**config.mk**
```make
export PLATFORM = sky130hd
export DESIGN_NAME = pi_motor_speed_loop
export DESIGN_NICKNAME = d
export VERILOG_FILES = /design/src/pmsl_pkg.sv /design/src/pmsl_ctrl.sv /design/src/pmsl_dp.sv /design/src/pi_motor_speed_loop.sv
export SDC_FILE = /design/constraint.sdc
export NUM_CORES = 2
export LEC_CHECK = 0
export BUFFER_PORTS_ARGS = -buffer_cell sky130_fd_sc_hd__buf_2
export CORE_MARGIN = 5
export CORE_UTILIZATION = 62
export CTS_BUF_LIST = sky130_fd_sc_hd__clkbuf_8
export CTS_CLUSTER_DIAMETER = 60
export DETAILED_ROUTE_END_ITERATION = 7
export PLACE_DENSITY = 0.79
export SLEW_MARGIN = 20
export SYNTH_ARGS = -nofsm -noshare
export SYNTH_HDL_FRONTEND = slang
export SYNTH_SLANG_ARGS = --single-unit
```
**constraint.sdc**
```tcl
create_clock -name i_clk -period 14.9 [get_ports i_clk]
set_input_delay 2.98 -clock i_clk [delete_from_list [all_inputs] [get_ports i_clk]]
set_output_delay 2.98 -clock i_clk [all_outputs]
set_load 0.02 [all_outputs]
```
**src/pmsl_pkg.sv**
```systemverilog
`default_nettype none

package pmsl_pkg;

    localparam int COUNT_W  = 16;
    localparam int SPEED_W  = 17;
    localparam int TARGET_W = 16;
    localparam int GAIN_W   = 8;
    localparam int PERIOD_W = 16;
    localparam int ERR_W    = 18;
    localparam int PROD_W   = 27;
    localparam int INTEG_W  = 12;
    localparam int DUTY_W   = 7;
    localparam int SCALED_W = DUTY_W + PERIOD_W;
    localparam int CMP_W    = 16;
    localparam int CFG_IDX_W  = 2;
    localparam int CFG_DATA_W = 16;

    localparam int OUT_SHIFT = 5;

    // floor(x / 100) == (x * DIV_MUL) >> DIV_SHIFT, exact for x < 2**23
    localparam int DIV_SHIFT = 30;
    localparam int DIV_MUL_W = 24;
    localparam logic [DIV_MUL_W-1:0] DIV_MUL = 24'd10737419;

    localparam logic signed [SPEED_W-1:0] SPEED_MID = 17'sd32767;
    localparam logic [INTEG_W-1:0]        INTEG_MAX = 12'd3200;
    localparam logic [DUTY_W-1:0]         DUTY_MAX  = 7'd100;

    localparam logic [TARGET_W-1:0] TARGET_RST = 16'd0;
    localparam logic [GAIN_W-1:0]   PGAIN_RST  = 8'd8;
    localparam logic [GAIN_W-1:0]   IGAIN_RST  = 8'd8;
    localparam logic [PERIOD_W-1:0] PERIOD_RST = 16'd1200;

    localparam logic [CFG_IDX_W-1:0] REG_TARGET = 2'd0;
    localparam logic [CFG_IDX_W-1:0] REG_PGAIN  = 2'd1;
    localparam logic [CFG_IDX_W-1:0] REG_IGAIN  = 2'd2;
    localparam logic [CFG_IDX_W-1:0] REG_PERIOD = 2'd3;

    typedef enum logic [6:0] {
        ST_IDLE  = 7'b0000001,
        ST_ERR   = 7'b0000010,
        ST_MUL   = 7'b0000100,
        ST_INT   = 7'b0001000,
        ST_DUTY  = 7'b0010000,
        ST_SCALE = 7'b0100000,
        ST_RECIP = 7'b1000000
    } t_state;

    typedef struct packed {
        logic load_in;
        logic calc_err;
        logic calc_mul;
        logic calc_int;
        logic calc_duty;
        logic calc_scale;
        logic load_out;
    } t_cmd;

endpackage

`default_nettype wire

```
**src/pmsl_ctrl.sv**
```systemverilog
`default_nettype none

module pmsl_ctrl (
    input  wire logic          i_clk,
    input  wire logic          i_rst_n,
    input  wire logic          i_in_valid,
    output logic               o_in_ready,
    output logic               o_out_valid,
    input  wire logic          i_out_ready,
    output pmsl_pkg::t_cmd     o_cmd
);

    pmsl_pkg::t_state r_state, n_state;
    logic             r_out_valid, n_out_valid;
    logic             w_slot_free;

    assign w_slot_free = !r_out_valid || i_out_ready;

    always_comb begin
        n_state = r_state;
        o_cmd   = '0;
        unique case (r_state)
            pmsl_pkg::ST_IDLE: begin
                if (i_in_valid) begin
                    o_cmd.load_in = 1'b1;
                    n_state       = pmsl_pkg::ST_ERR;
                end
            end
            pmsl_pkg::ST_ERR: begin
                o_cmd.calc_err = 1'b1;
                n_state        = pmsl_pkg::ST_MUL;
            end
            pmsl_pkg::ST_MUL: begin
                o_cmd.calc_mul = 1'b1;
                n_state        = pmsl_pkg::ST_INT;
            end
            pmsl_pkg::ST_INT: begin
                o_cmd.calc_int = 1'b1;
                n_state        = pmsl_pkg::ST_DUTY;
            end
            pmsl_pkg::ST_DUTY: begin
                o_cmd.calc_duty = 1'b1;
                n_state         = pmsl_pkg::ST_SCALE;
            end
            pmsl_pkg::ST_SCALE: begin
                o_cmd.calc_scale = 1'b1;
                n_state          = pmsl_pkg::ST_RECIP;
            end
            pmsl_pkg::ST_RECIP: begin
                // hold here until the previous result beat has left
                if (w_slot_free) begin
                    o_cmd.load_out = 1'b1;
                    n_state        = pmsl_pkg::ST_IDLE;
                end
            end
            default: n_state = pmsl_pkg::ST_IDLE;
        endcase
    end

    always_comb begin
        n_out_valid = r_out_valid;
        if (o_cmd.load_out) begin
            n_out_valid = 1'b1;
        end else if (i_out_ready) begin
            n_out_valid = 1'b0;
        end
    end

    always_ff @(posedge i_clk) begin
        if (!i_rst_n) begin
            r_state     <= pmsl_pkg::ST_IDLE;
            r_out_valid <= 1'b0;
        end else begin
            r_state     <= n_state;
            r_out_valid <= n_out_valid;
        end
    end

    assign o_in_ready  = (r_state == pmsl_pkg::ST_IDLE);
    assign o_out_valid = r_out_valid;

    a_accept_starts: assert property (@(posedge i_clk) disable iff (!i_rst_n)
        o_cmd.load_in |=> r_state == pmsl_pkg::ST_ERR)
        else $error("accepted beat did not start the sequence");

    a_stall_holds: assert property (@(posedge i_clk) disable iff (!i_rst_n)
        (r_state == pmsl_pkg::ST_RECIP && r_out_valid && !i_out_ready)
        |=> r_state == pmsl_pkg::ST_RECIP)
        else $error("result overwrote an untaken beat");

    a_load_sets_valid: assert property (@(posedge i_clk) disable iff (!i_rst_n)
        o_cmd.load_out |=> (r_out_valid && r_state == pmsl_pkg::ST_IDLE))
        else $error("result load did not raise valid");

endmodule

`default_nettype wire

```
**src/pmsl_dp.sv**
```systemverilog
`default_nettype none

module pmsl_dp (
    input  wire logic                              i_clk,
    input  wire logic                              i_rst_n,
    input  wire pmsl_pkg::t_cmd                    i_cmd,
    input  wire logic                              i_cfg_we,
    input  wire logic [pmsl_pkg::CFG_IDX_W-1:0]    i_cfg_index,
    input  wire logic [pmsl_pkg::CFG_DATA_W-1:0]   i_cfg_data,
    input  wire logic [pmsl_pkg::COUNT_W-1:0]      i_encoder_count,
    output logic signed [pmsl_pkg::SPEED_W-1:0]    o_measured_speed,
    output logic [pmsl_pkg::DUTY_W-1:0]            o_duty_percent,
    output logic [pmsl_pkg::CMP_W-1:0]             o_compare_value
);

    localparam int PW = pmsl_pkg::PROD_W;
    localparam int QW = pmsl_pkg::SCALED_W + pmsl_pkg::DIV_MUL_W;

    // configuration registers
    logic [pmsl_pkg::TARGET_W-1:0] r_target;
    logic [pmsl_pkg::GAIN_W-1:0]   r_pgain;
    logic [pmsl_pkg::GAIN_W-1:0]   r_igain;
    logic [pmsl_pkg::PERIOD_W-1:0] r_period;

    logic [pmsl_pkg::INTEG_W-1:0]  r_integral;

    logic signed [pmsl_pkg::SPEED_W-1:0] r_speed;
    logic signed [pmsl_pkg::ERR_W-1:0]   r_err;
    logic signed [PW-1:0]                r_ip;
    logic signed [PW-1:0]                r_pp;
    logic [pmsl_pkg::DUTY_W-1:0]         r_duty;
    logic [pmsl_pkg::SCALED_W-1:0]       r_scaled;

    logic signed [pmsl_pkg::SPEED_W-1:0] w_rpm;
    logic signed [PW-1:0]                w_err_x;
    logic signed [PW-1:0]                w_isum;
    logic [pmsl_pkg::INTEG_W-1:0]        w_integ;
    logic signed [PW-1:0]                w_raw;
    logic [PW-1-pmsl_pkg::OUT_SHIFT:0]   w_shifted;
    logic [pmsl_pkg::DUTY_W-1:0]         w_duty;
    logic [QW-1:0]                       w_qprod;

    always_ff @(posedge i_clk) begin
        if (!i_rst_n) begin
            r_target <= pmsl_pkg::TARGET_RST;
            r_pgain  <= pmsl_pkg::PGAIN_RST;
            r_igain  <= pmsl_pkg::IGAIN_RST;
            r_period <= pmsl_pkg::PERIOD_RST;
        end else if (i_cfg_we) begin
            unique case (i_cfg_index)
                pmsl_pkg::REG_TARGET: r_target <= i_cfg_data[pmsl_pkg::TARGET_W-1:0];
                pmsl_pkg::REG_PGAIN:  r_pgain  <= i_cfg_data[pmsl_pkg::GAIN_W-1:0];
                pmsl_pkg::REG_IGAIN:  r_igain  <= i_cfg_data[pmsl_pkg::GAIN_W-1:0];
                pmsl_pkg::REG_PERIOD: r_period <= i_cfg_data[pmsl_pkg::PERIOD_W-1:0];
                default: ;
            endcase
        end
    end

    // halve toward zero: add one before the shift when negative
    assign w_rpm = (r_speed + $signed({{(pmsl_pkg::SPEED_W-1){1'b0}}, r_speed[pmsl_pkg::SPEED_W-1]}))
                   >>> 1;

    assign w_err_x = $signed({{(PW-pmsl_pkg::ERR_W){r_err[pmsl_pkg::ERR_W-1]}}, r_err});

    assign w_isum = r_ip + $signed({{(PW-pmsl_pkg::INTEG_W){1'b0}}, r_integral});

    always_comb begin
        if (w_isum[PW-1]) begin
            w_integ = '0;
        end else if (w_isum > $signed({{(PW-pmsl_pkg::INTEG_W){1'b0}}, pmsl_pkg::INTEG_MAX})) begin
            w_integ = pmsl_pkg::INTEG_MAX;
        end else begin
            w_integ = w_isum[pmsl_pkg::INTEG_W-1:0];
        end
    end

    // r_integral already holds the updated value in this step
    assign w_raw     = r_pp + $signed({{(PW-pmsl_pkg::INTEG_W){1'b0}}, r_integral});
    assign w_shifted = w_raw[PW-1:pmsl_pkg::OUT_SHIFT];

    always_comb begin
        if (w_raw[PW-1]) begin
            w_duty = '0;
        end else if (w_shifted > {{(PW-pmsl_pkg::OUT_SHIFT-pmsl_pkg::DUTY_W){1'b0}},
                                  pmsl_pkg::DUTY_MAX}) begin
            w_duty = pmsl_pkg::DUTY_MAX;
        end else begin
            w_duty = w_shifted[pmsl_pkg::DUTY_W-1:0];
        end
    end

    assign w_qprod = {{pmsl_pkg::DIV_MUL_W{1'b0}}, r_scaled}
                   * {{pmsl_pkg::SCALED_W{1'b0}}, pmsl_pkg::DIV_MUL};

    always_ff @(posedge i_clk) begin
        if (!i_rst_n) begin
            r_integral <= '0;
        end else if (i_cmd.calc_int) begin
            r_integral <= w_integ;
        end
    end

    always_ff @(posedge i_clk) begin
        if (i_cmd.load_in) begin
            r_speed <= $signed({1'b0, i_encoder_count}) - pmsl_pkg::SPEED_MID;
        end
        if (i_cmd.calc_err) begin
            r_err <= $signed({{(pmsl_pkg::ERR_W-pmsl_pkg::TARGET_W){r_target[pmsl_pkg::TARGET_W-1]}},
                              r_target})
                   - $signed({w_rpm[pmsl_pkg::SPEED_W-1], w_rpm});
        end
        if (i_cmd.calc_mul) begin
            r_ip <= $signed({{(PW-pmsl_pkg::GAIN_W){1'b0}}, r_igain}) * w_err_x;
            r_pp <= $signed({{(PW-pmsl_pkg::GAIN_W){1'b0}}, r_pgain}) * w_err_x;
        end
        if (i_cmd.calc_duty) begin
            r_duty <= w_duty;
        end
        if (i_cmd.calc_scale) begin
            r_scaled <= {{pmsl_pkg::PERIOD_W{1'b0}}, r_duty}
                      * {{pmsl_pkg::DUTY_W{1'b0}}, r_period};
        end
        if (i_cmd.load_out) begin
            o_measured_speed <= r_speed;
            o_duty_percent   <= r_duty;
            o_compare_value  <= w_qprod[pmsl_pkg::DIV_SHIFT +: pmsl_pkg::CMP_W];
        end
    end

    a_integ_range: assert property (@(posedge i_clk) disable iff (!i_rst_n)
        r_integral <= pmsl_pkg::INTEG_MAX)
        else $error("integral left its clamp range");

    a_duty_range: assert property (@(posedge i_clk) disable iff (!i_rst_n)
        i_cmd.load_out |=> o_duty_percent <= pmsl_pkg::DUTY_MAX)
        else $error("duty above limit");

    a_cmp_bound: assert property (@(posedge i_clk) disable iff (!i_rst_n)
        i_cmd.load_out |=> o_compare_value <= $past(r_period))
        else $error("compare value above period");

endmodule

`default_nettype wire

```
**src/pi_motor_speed_loop.sv**
```systemverilog
// An encoder beat is accepted only in idle; it then runs through the fixed step sequence of
// one shared datapath (error, products, integral, duty, period scaling, reciprocal divide),
// and the result is loaded at the final step, so a new beat waits until the last one is done.
// A waiting result stalls only the final step.
// Reset (i_rst_n low, synchronous): sequencer idle, no result valid, integral zero,
// registers back to defaults (target 0, gains 8, period 1200).
`default_nettype none

module pi_motor_speed_loop (
    input  wire logic                                i_clk,
    input  wire logic                                i_rst_n,
    input  wire logic                                i_in_valid,
    output logic                                     o_in_ready,
    input  wire logic [pmsl_pkg::COUNT_W-1:0]        i_encoder_count,
    output logic                                     o_out_valid,
    input  wire logic                                i_out_ready,
    output logic signed [pmsl_pkg::SPEED_W-1:0]      o_measured_speed,
    output logic [pmsl_pkg::DUTY_W-1:0]              o_duty_percent,
    output logic [pmsl_pkg::CMP_W-1:0]               o_compare_value,
    input  wire logic                                i_cfg_valid,
    output logic                                     o_cfg_ready,
    input  wire logic [pmsl_pkg::CFG_IDX_W-1:0]      i_cfg_index,
    input  wire logic [pmsl_pkg::CFG_DATA_W-1:0]     i_cfg_data
);

    pmsl_pkg::t_cmd w_cmd;

    assign o_cfg_ready = 1'b1;

    pmsl_ctrl u_ctrl (
        .i_clk       (i_clk),
        .i_rst_n     (i_rst_n),
        .i_in_valid  (i_in_valid),
        .o_in_ready  (o_in_ready),
        .o_out_valid (o_out_valid),
        .i_out_ready (i_out_ready),
        .o_cmd       (w_cmd)
    );

    pmsl_dp u_dp (
        .i_clk            (i_clk),
        .i_rst_n          (i_rst_n),
        .i_cmd            (w_cmd),
        .i_cfg_we         (i_cfg_valid & o_cfg_ready),
        .i_cfg_index      (i_cfg_index),
        .i_cfg_data       (i_cfg_data),
        .i_encoder_count  (i_encoder_count),
        .o_measured_speed (o_measured_speed),
        .o_duty_percent   (o_duty_percent),
        .o_compare_value  (o_compare_value)
    );

endmodule

`default_nettype wire

```
* After elaboration in Yosys (flattened, before gate mapping)
Cells that the tools add are included.
W data, S select, Z words.
** Word-level totals
- Input port bits :: 39
- Output and inout bits :: 43
- Register bits after elaboration :: 226
- Logic and storage cells :: 67
** Operators by class
- Multipliers :: 4
- Equal/unequal tests :: 12
- Magnitude comparators :: 2
- Mux-type cells :: 17
- $add $sub $neg :: 5
- Reduce and logical (&&, ||, !) cells :: 10
** Operator list (number)
- $add A27 B13 Y27 :: 2
- $mul A9 B17 Y26 :: 2
- $pmux W7 S7 :: 1
- $mul A23 B24 Y46 const B :: 1
- $gt A27 B13 Y1 const B :: 1
- $mux W12 :: 2
- $mul A7 B16 Y23 :: 1
- $gt A22 B7 Y1 const B :: 1
- $mux W7 :: 3
- $add A17 B2 Y17 :: 1
- $sub A16 B15 Y17 const B :: 1
- $sub A16 B16 Y17 :: 1
- $mux W1 :: 11
- $reduce_and A2 Y1 :: 5
- $eq A7 B1 Y1 const B :: 1
- $eq A7 B2 Y1 const B :: 1
- $eq A7 B3 Y1 const B :: 1
- $eq A7 B4 Y1 const B :: 1
- $eq A7 B5 Y1 const B :: 1
- $eq A7 B6 Y1 const B :: 1
- $eq A7 B7 Y1 const B :: 1
- $eq A2 B2 Y1 const B :: 2
- $eq A2 B1 Y1 const B :: 1
- $logic_not A2 Y1 :: 1
- 6 further kinds :: 6

* Depth between registers and ports, before layout
- Word-level depth :: 5
- Mapped depth :: 25
- Depth with buffers taken out :: 25

* Modules after synthesis
From an unflattened synthesis, not the netlist that was laid out.
** Second synthesis, totals
- Cells, all modules :: 3232
- Area total of the unflattened synthesis :: 31988.2 um^2
** Modules (own cells, without submodules)
- pmsl_dp :: times used 1, sequential area each 5885.6 um^2, area each 31499.0 um^2, cells each 3173
- pmsl_ctrl :: times used 1, sequential area each 160.2 um^2, area each 478.0 um^2, cells each 57
- pi_motor_speed_loop :: times used 1, sequential area each 0.0 um^2, area each 11.3 um^2, cells each 2

* Worst setup path before layout
OpenSTA, ideal clock, no wires.
- Path kind :: register to register
- Start :: register u_dp.r_scaled[3] in the netlist's numbering
- End :: register u_dp.o_compare_value[12] in the netlist's numbering, data pin
- Stages on the path, launching flop included :: 22
- Period minus slack after synthesis :: 6.513 ns
- Path slack :: 8.387 ns
- Buffers on the path :: 0
- Setup time :: 0.262 ns
- Required time :: 14.638 ns
- Arrival time :: 6.251 ns
- Cells stage by stage :: edfxtp_1 -> fa_1 -> fa_1 -> inv_1 -> fa_1 -> inv_1 -> fa_1 -> fa_1 -> fa_1 -> inv_1 -> fa_1 -> inv_1 -> ha_1 -> and3_1 -> o21ai_0 -> o2111ai_1 -> o22a_1 -> a2111oi_2 -> o31ai_2 -> a211oi_2 -> o21bai_1 -> xor2_1
** On the way
- Longest elaborated chain between the ends :: 1
** RTL lines
- from (decl) :: RTL line pmsl_dp.sv:32 : logic [pmsl_pkg::SCALED_W-1:0] r_scaled;
- from (signal assigned) :: RTL line pmsl_dp.sv:121 : r_scaled <= {{pmsl_pkg::PERIOD_W{1'b0}}, r_duty}
- $mul A23 B24 Y46 :: RTL line pmsl_dp.sv:94 : * {{pmsl_pkg::SCALED_W{1'b0}}, pmsl_pkg::DIV_MUL};
- named net u_dp.w_qprod[42] :: RTL line pmsl_dp.sv:41 : logic [QW-1:0] w_qprod;
- to (signal assigned) :: RTL line pmsl_dp.sv:127 : o_compare_value <= w_qprod[pmsl_pkg::DIV_SHIFT +: pmsl_pkg::CMP_W];
- to (decl) :: RTL line pmsl_dp.sv:13 : output logic [pmsl_pkg::CMP_W-1:0] o_compare_value
The timed path passes the listed nets, and every way through them passes these cells.
A chain may end at the register's enable or synchronous reset.

* Final worst setup path
- Start :: register u_dp.r_scaled[6] in the netlist's numbering
- End :: register u_dp.o_compare_value[12] in the netlist's numbering, data pin
Same word-level chain as after synthesis.

==> reports/results.ini <==
[run_status]
status=finished clean

[grt]
grt_overflow_total=0
grt_pass1_wl_um=121000
grt_pass1_vias=24200
antenna_found_initial=0
grt_max_degree=54
grt_usage_pct=26.7

[synth]
syn_area_mm2=0.0316
synthFlopType=edfxtp_1
yosys.cell_types.count=85
netlist_instances=3219
async_flop_share_pct=0
synth.net_count=4165
synth_edf_count=156
synth_seq_cells=224
ys_seq_area_share_pct=19.1
syn_area_per_cell_um2=9.82
ys_warn_count=0

[sta]
finalClockSkew_ns=0.0502
grt_setup_unrepaired=false
drv_slew=0
setup_violations=0
min_period_ns=7.11
setup_tns_ns=0
fmax_mhz=141
tightest_slew_ns=0.930
relSlewSlack_pct=38.0
final_hold_viol_count=0
fin_crit_sh_pct=47.7

[die]
num_rows=82
dieArea_mm2=0.0556
die_x_um=236
io_pins=82
coreArea_mm2=0.0503
die_height_um=236
initial_core_util_pct=62.9

[cts]
cts_tree=done
cts_resized=0
clock_latency_ns=0.64
clock_sinks=224
root_buffer=clkbuf_8
post_cts.repair.setup_buffers=0
clock_path_buffers=3
postCtsHoldBufs=0
numCtsBuffers=44
clkTransAtPathRegs_ns=0.06
cts.htree.levels=2

[pwr]
intPower_mw=1.20
p_comb_share_pct=19.9
ir_drop_mv=0.0845
p_switching_mw=0.526
power_frac_clock_pct=38.6
power_frac_seq_pct=41.5
leakagePower_nw=16.7
netSwitchingFraction_pct=30.5
powerDensity_mw_per_mm2=51.4

[critical_path]
worst-path-max-fanout=7
cp.required_ns=15.26
cp-end-kind=flop
crit_family=adder cells
critical-path-max-stage-delay_ns=0.68
worstPathCellList=inv_1, fa_1, inv_1, fa_1, inv_1, fa_1, fa_1, inv_1, fa_1, fa_1, inv_1, fa_1, inv_1, ha_1, o21a_1, o21bai_1, a2111oi_0, o22a_1, a2111oi_2, o31ai_2, a211oi_2, o21bai_1, xor2_1
cp_slowest_cell=a2111oi_2
cp_common_cell=fa_1
startpoint_type=flop
reg2regPathDepth=23
path_buf_inv=6
cp.depth=23
worstSetupPathType=flop to flop
arrival_ns=7.47

[routing]
viasPerCell=5.62
detail-route-antenna-nets=0
wl_per_cell_um=18.4
wl_um=73300
route.detailed.drc=0
dr.pass1.iters=7
vias=22400
drt_first_iter_violations=1358

[final_layout]
fin_util_pct=66.8
final-seq-area_mm2=0.00605
final_common_cell=inv_1
layout_common_cells=685 x inv_1, 481 x fa_1, 426 x ha_1
fill_cells=3898
fin_nets=4219
fin_cells=3981
multi_input_area_mm2=0.0228
diodes=0
syn_to_final_growth_pct=6.26
drive_above_1_share_pct=5.83

[hold_path]
hold_class=flop to flop
hold_path_depth=0

[placed_design]
placed_cells=3899
hpwl_um=60700
portBuffers=80
place_congestion=0.910

[job]
max-cap-violations=0

## stage by stage
stage                     instance area, µm²  total power, mW  setup WS (ns)  hold WS [ns]
final                                  33600             1.73           7.79         0.456
after global routing                   33600             1.82           7.43         0.474
after CTS                              33600             1.74           7.82         0.457
after detailed placement               32600             1.07           7.81         0.443
after global placement                 32600             1.05           7.91         0.437
after floorplan                        31600            0.981           8.39         0.417
## cell usage after synthesis (3+ instances only)
master     instances  area (µm²)
a22oi_1            3        22.5
o31ai_1            6        45.0
nor3_1            33         165
xnor2_1          101         885
xor2_1            46         403
nor4_1             3        18.8
a21oi_1          126         631
inv_1            674        2530
clkbuf_1          65         244
and3_1            16         100
or2_2             10        62.6
o211ai_1           5        37.5
dfxtp_1           68        1360
nand3_1           51         255
nor3b_1            4        30.0
a31oi_1           14        87.6
or3_1              8        50.1
a211o_1            6        52.6
buf_1              9        33.8
a2111oi_0          3        26.3
nor2_1            81         304
a41o_1             4        40.0
nand4_1           23         144
fa_1             481        9630
a21o_1            33         248
nor2b_1           16         100
nand2b_1          13        81.3
a211oi_1          11        82.6
ha_1             426        5330
and2_1           213        1330
and4_1             3        26.3
o21bai_1          14         105
a41oi_1            3        26.3
o21ai_1            9        45.0
mux2i_1            3        30.0
o2111ai_1          6        52.6
o21a_1            15         113
nand2_1          354        1330
o21ai_0           46         230
edfxtp_1         156        4680
## cell families after synthesis
family / after synthesis / synth area share [%]
muxes: 4 / 0.131
xor gates and xnor gates: 147 / 4.07
AOI/OAI and AO/OA: 342 / 7.20
and+or+nand+nor: 842 / 13.1
buffers and inverters: 752 / 8.98
DFF: 224 / 19.1
adders and majority gates: 907 / 47.3
other: 1 / 0.0119
## routing by layer
metal	global-route usage (%)	vias to the layer above	wire length (µm)
li1	-	10300	-
met1	34.6	11200	30200
met2	46.9	650	36800
met3	3.35	154	3770
met4	8.71	0	2580
met5	0	-	0
## power groups by stage
stage	Clock, mW	Combinational, mW	Sequential, mW
3_5_place_dp	0	0.343	0.728
5_1_grt	0.708	0.394	0.717
6_report	0.666	0.343	0.716
2_1_floorplan	0	0.272	0.710
4_1_cts	0.678	0.345	0.715
3_3_place_gp	0	0.326	0.727
## worst paths after layout
check | start | endpoint | slack (ns)
setup reg to reg | u_dp.r_scaled[6] | u_dp.o_compare_value[12] | 7.79
hold / removal | u_dp.r_speed[0] | u_dp.o_measured_speed[0] | 0.46
setup / recovery | u_dp.r_scaled[6] | u_dp.o_compare_value[12] | 7.79
hold reg to reg | u_dp.r_speed[0] | u_dp.o_measured_speed[0] | 0.46
## layout make-up
cell class | instances | share of cell area, %
multi-input combinational | 2243 | 67.8
sequential | 224 | 18.0
inverter | 674 | 7.54
tap | 672 | 2.50
clock buffer | 53 | 2.17
timing repair buffer | 86 | 1.33
clock inverter | 29 | 0.678
## state kept, by name (all words and copies together) (netlist names)
register and flops:
u_dp.r_period 16, u_dp.r_integral 12, u_dp.r_igain 8, u_dp.r_pp 26, u_dp.o_duty_percent 7, u_dp.o_measured_speed 17, u_dp.r_target 16, u_ctrl.r_state 7
u_dp.r_pgain 8, u_dp.r_scaled 23, u_dp.r_duty 7, u_dp.r_ip 26, u_dp.r_speed 17, u_ctrl.o_out_valid 1, u_dp.o_compare_value 16, u_dp.r_err 17
(Power assumes the default switching activity.)
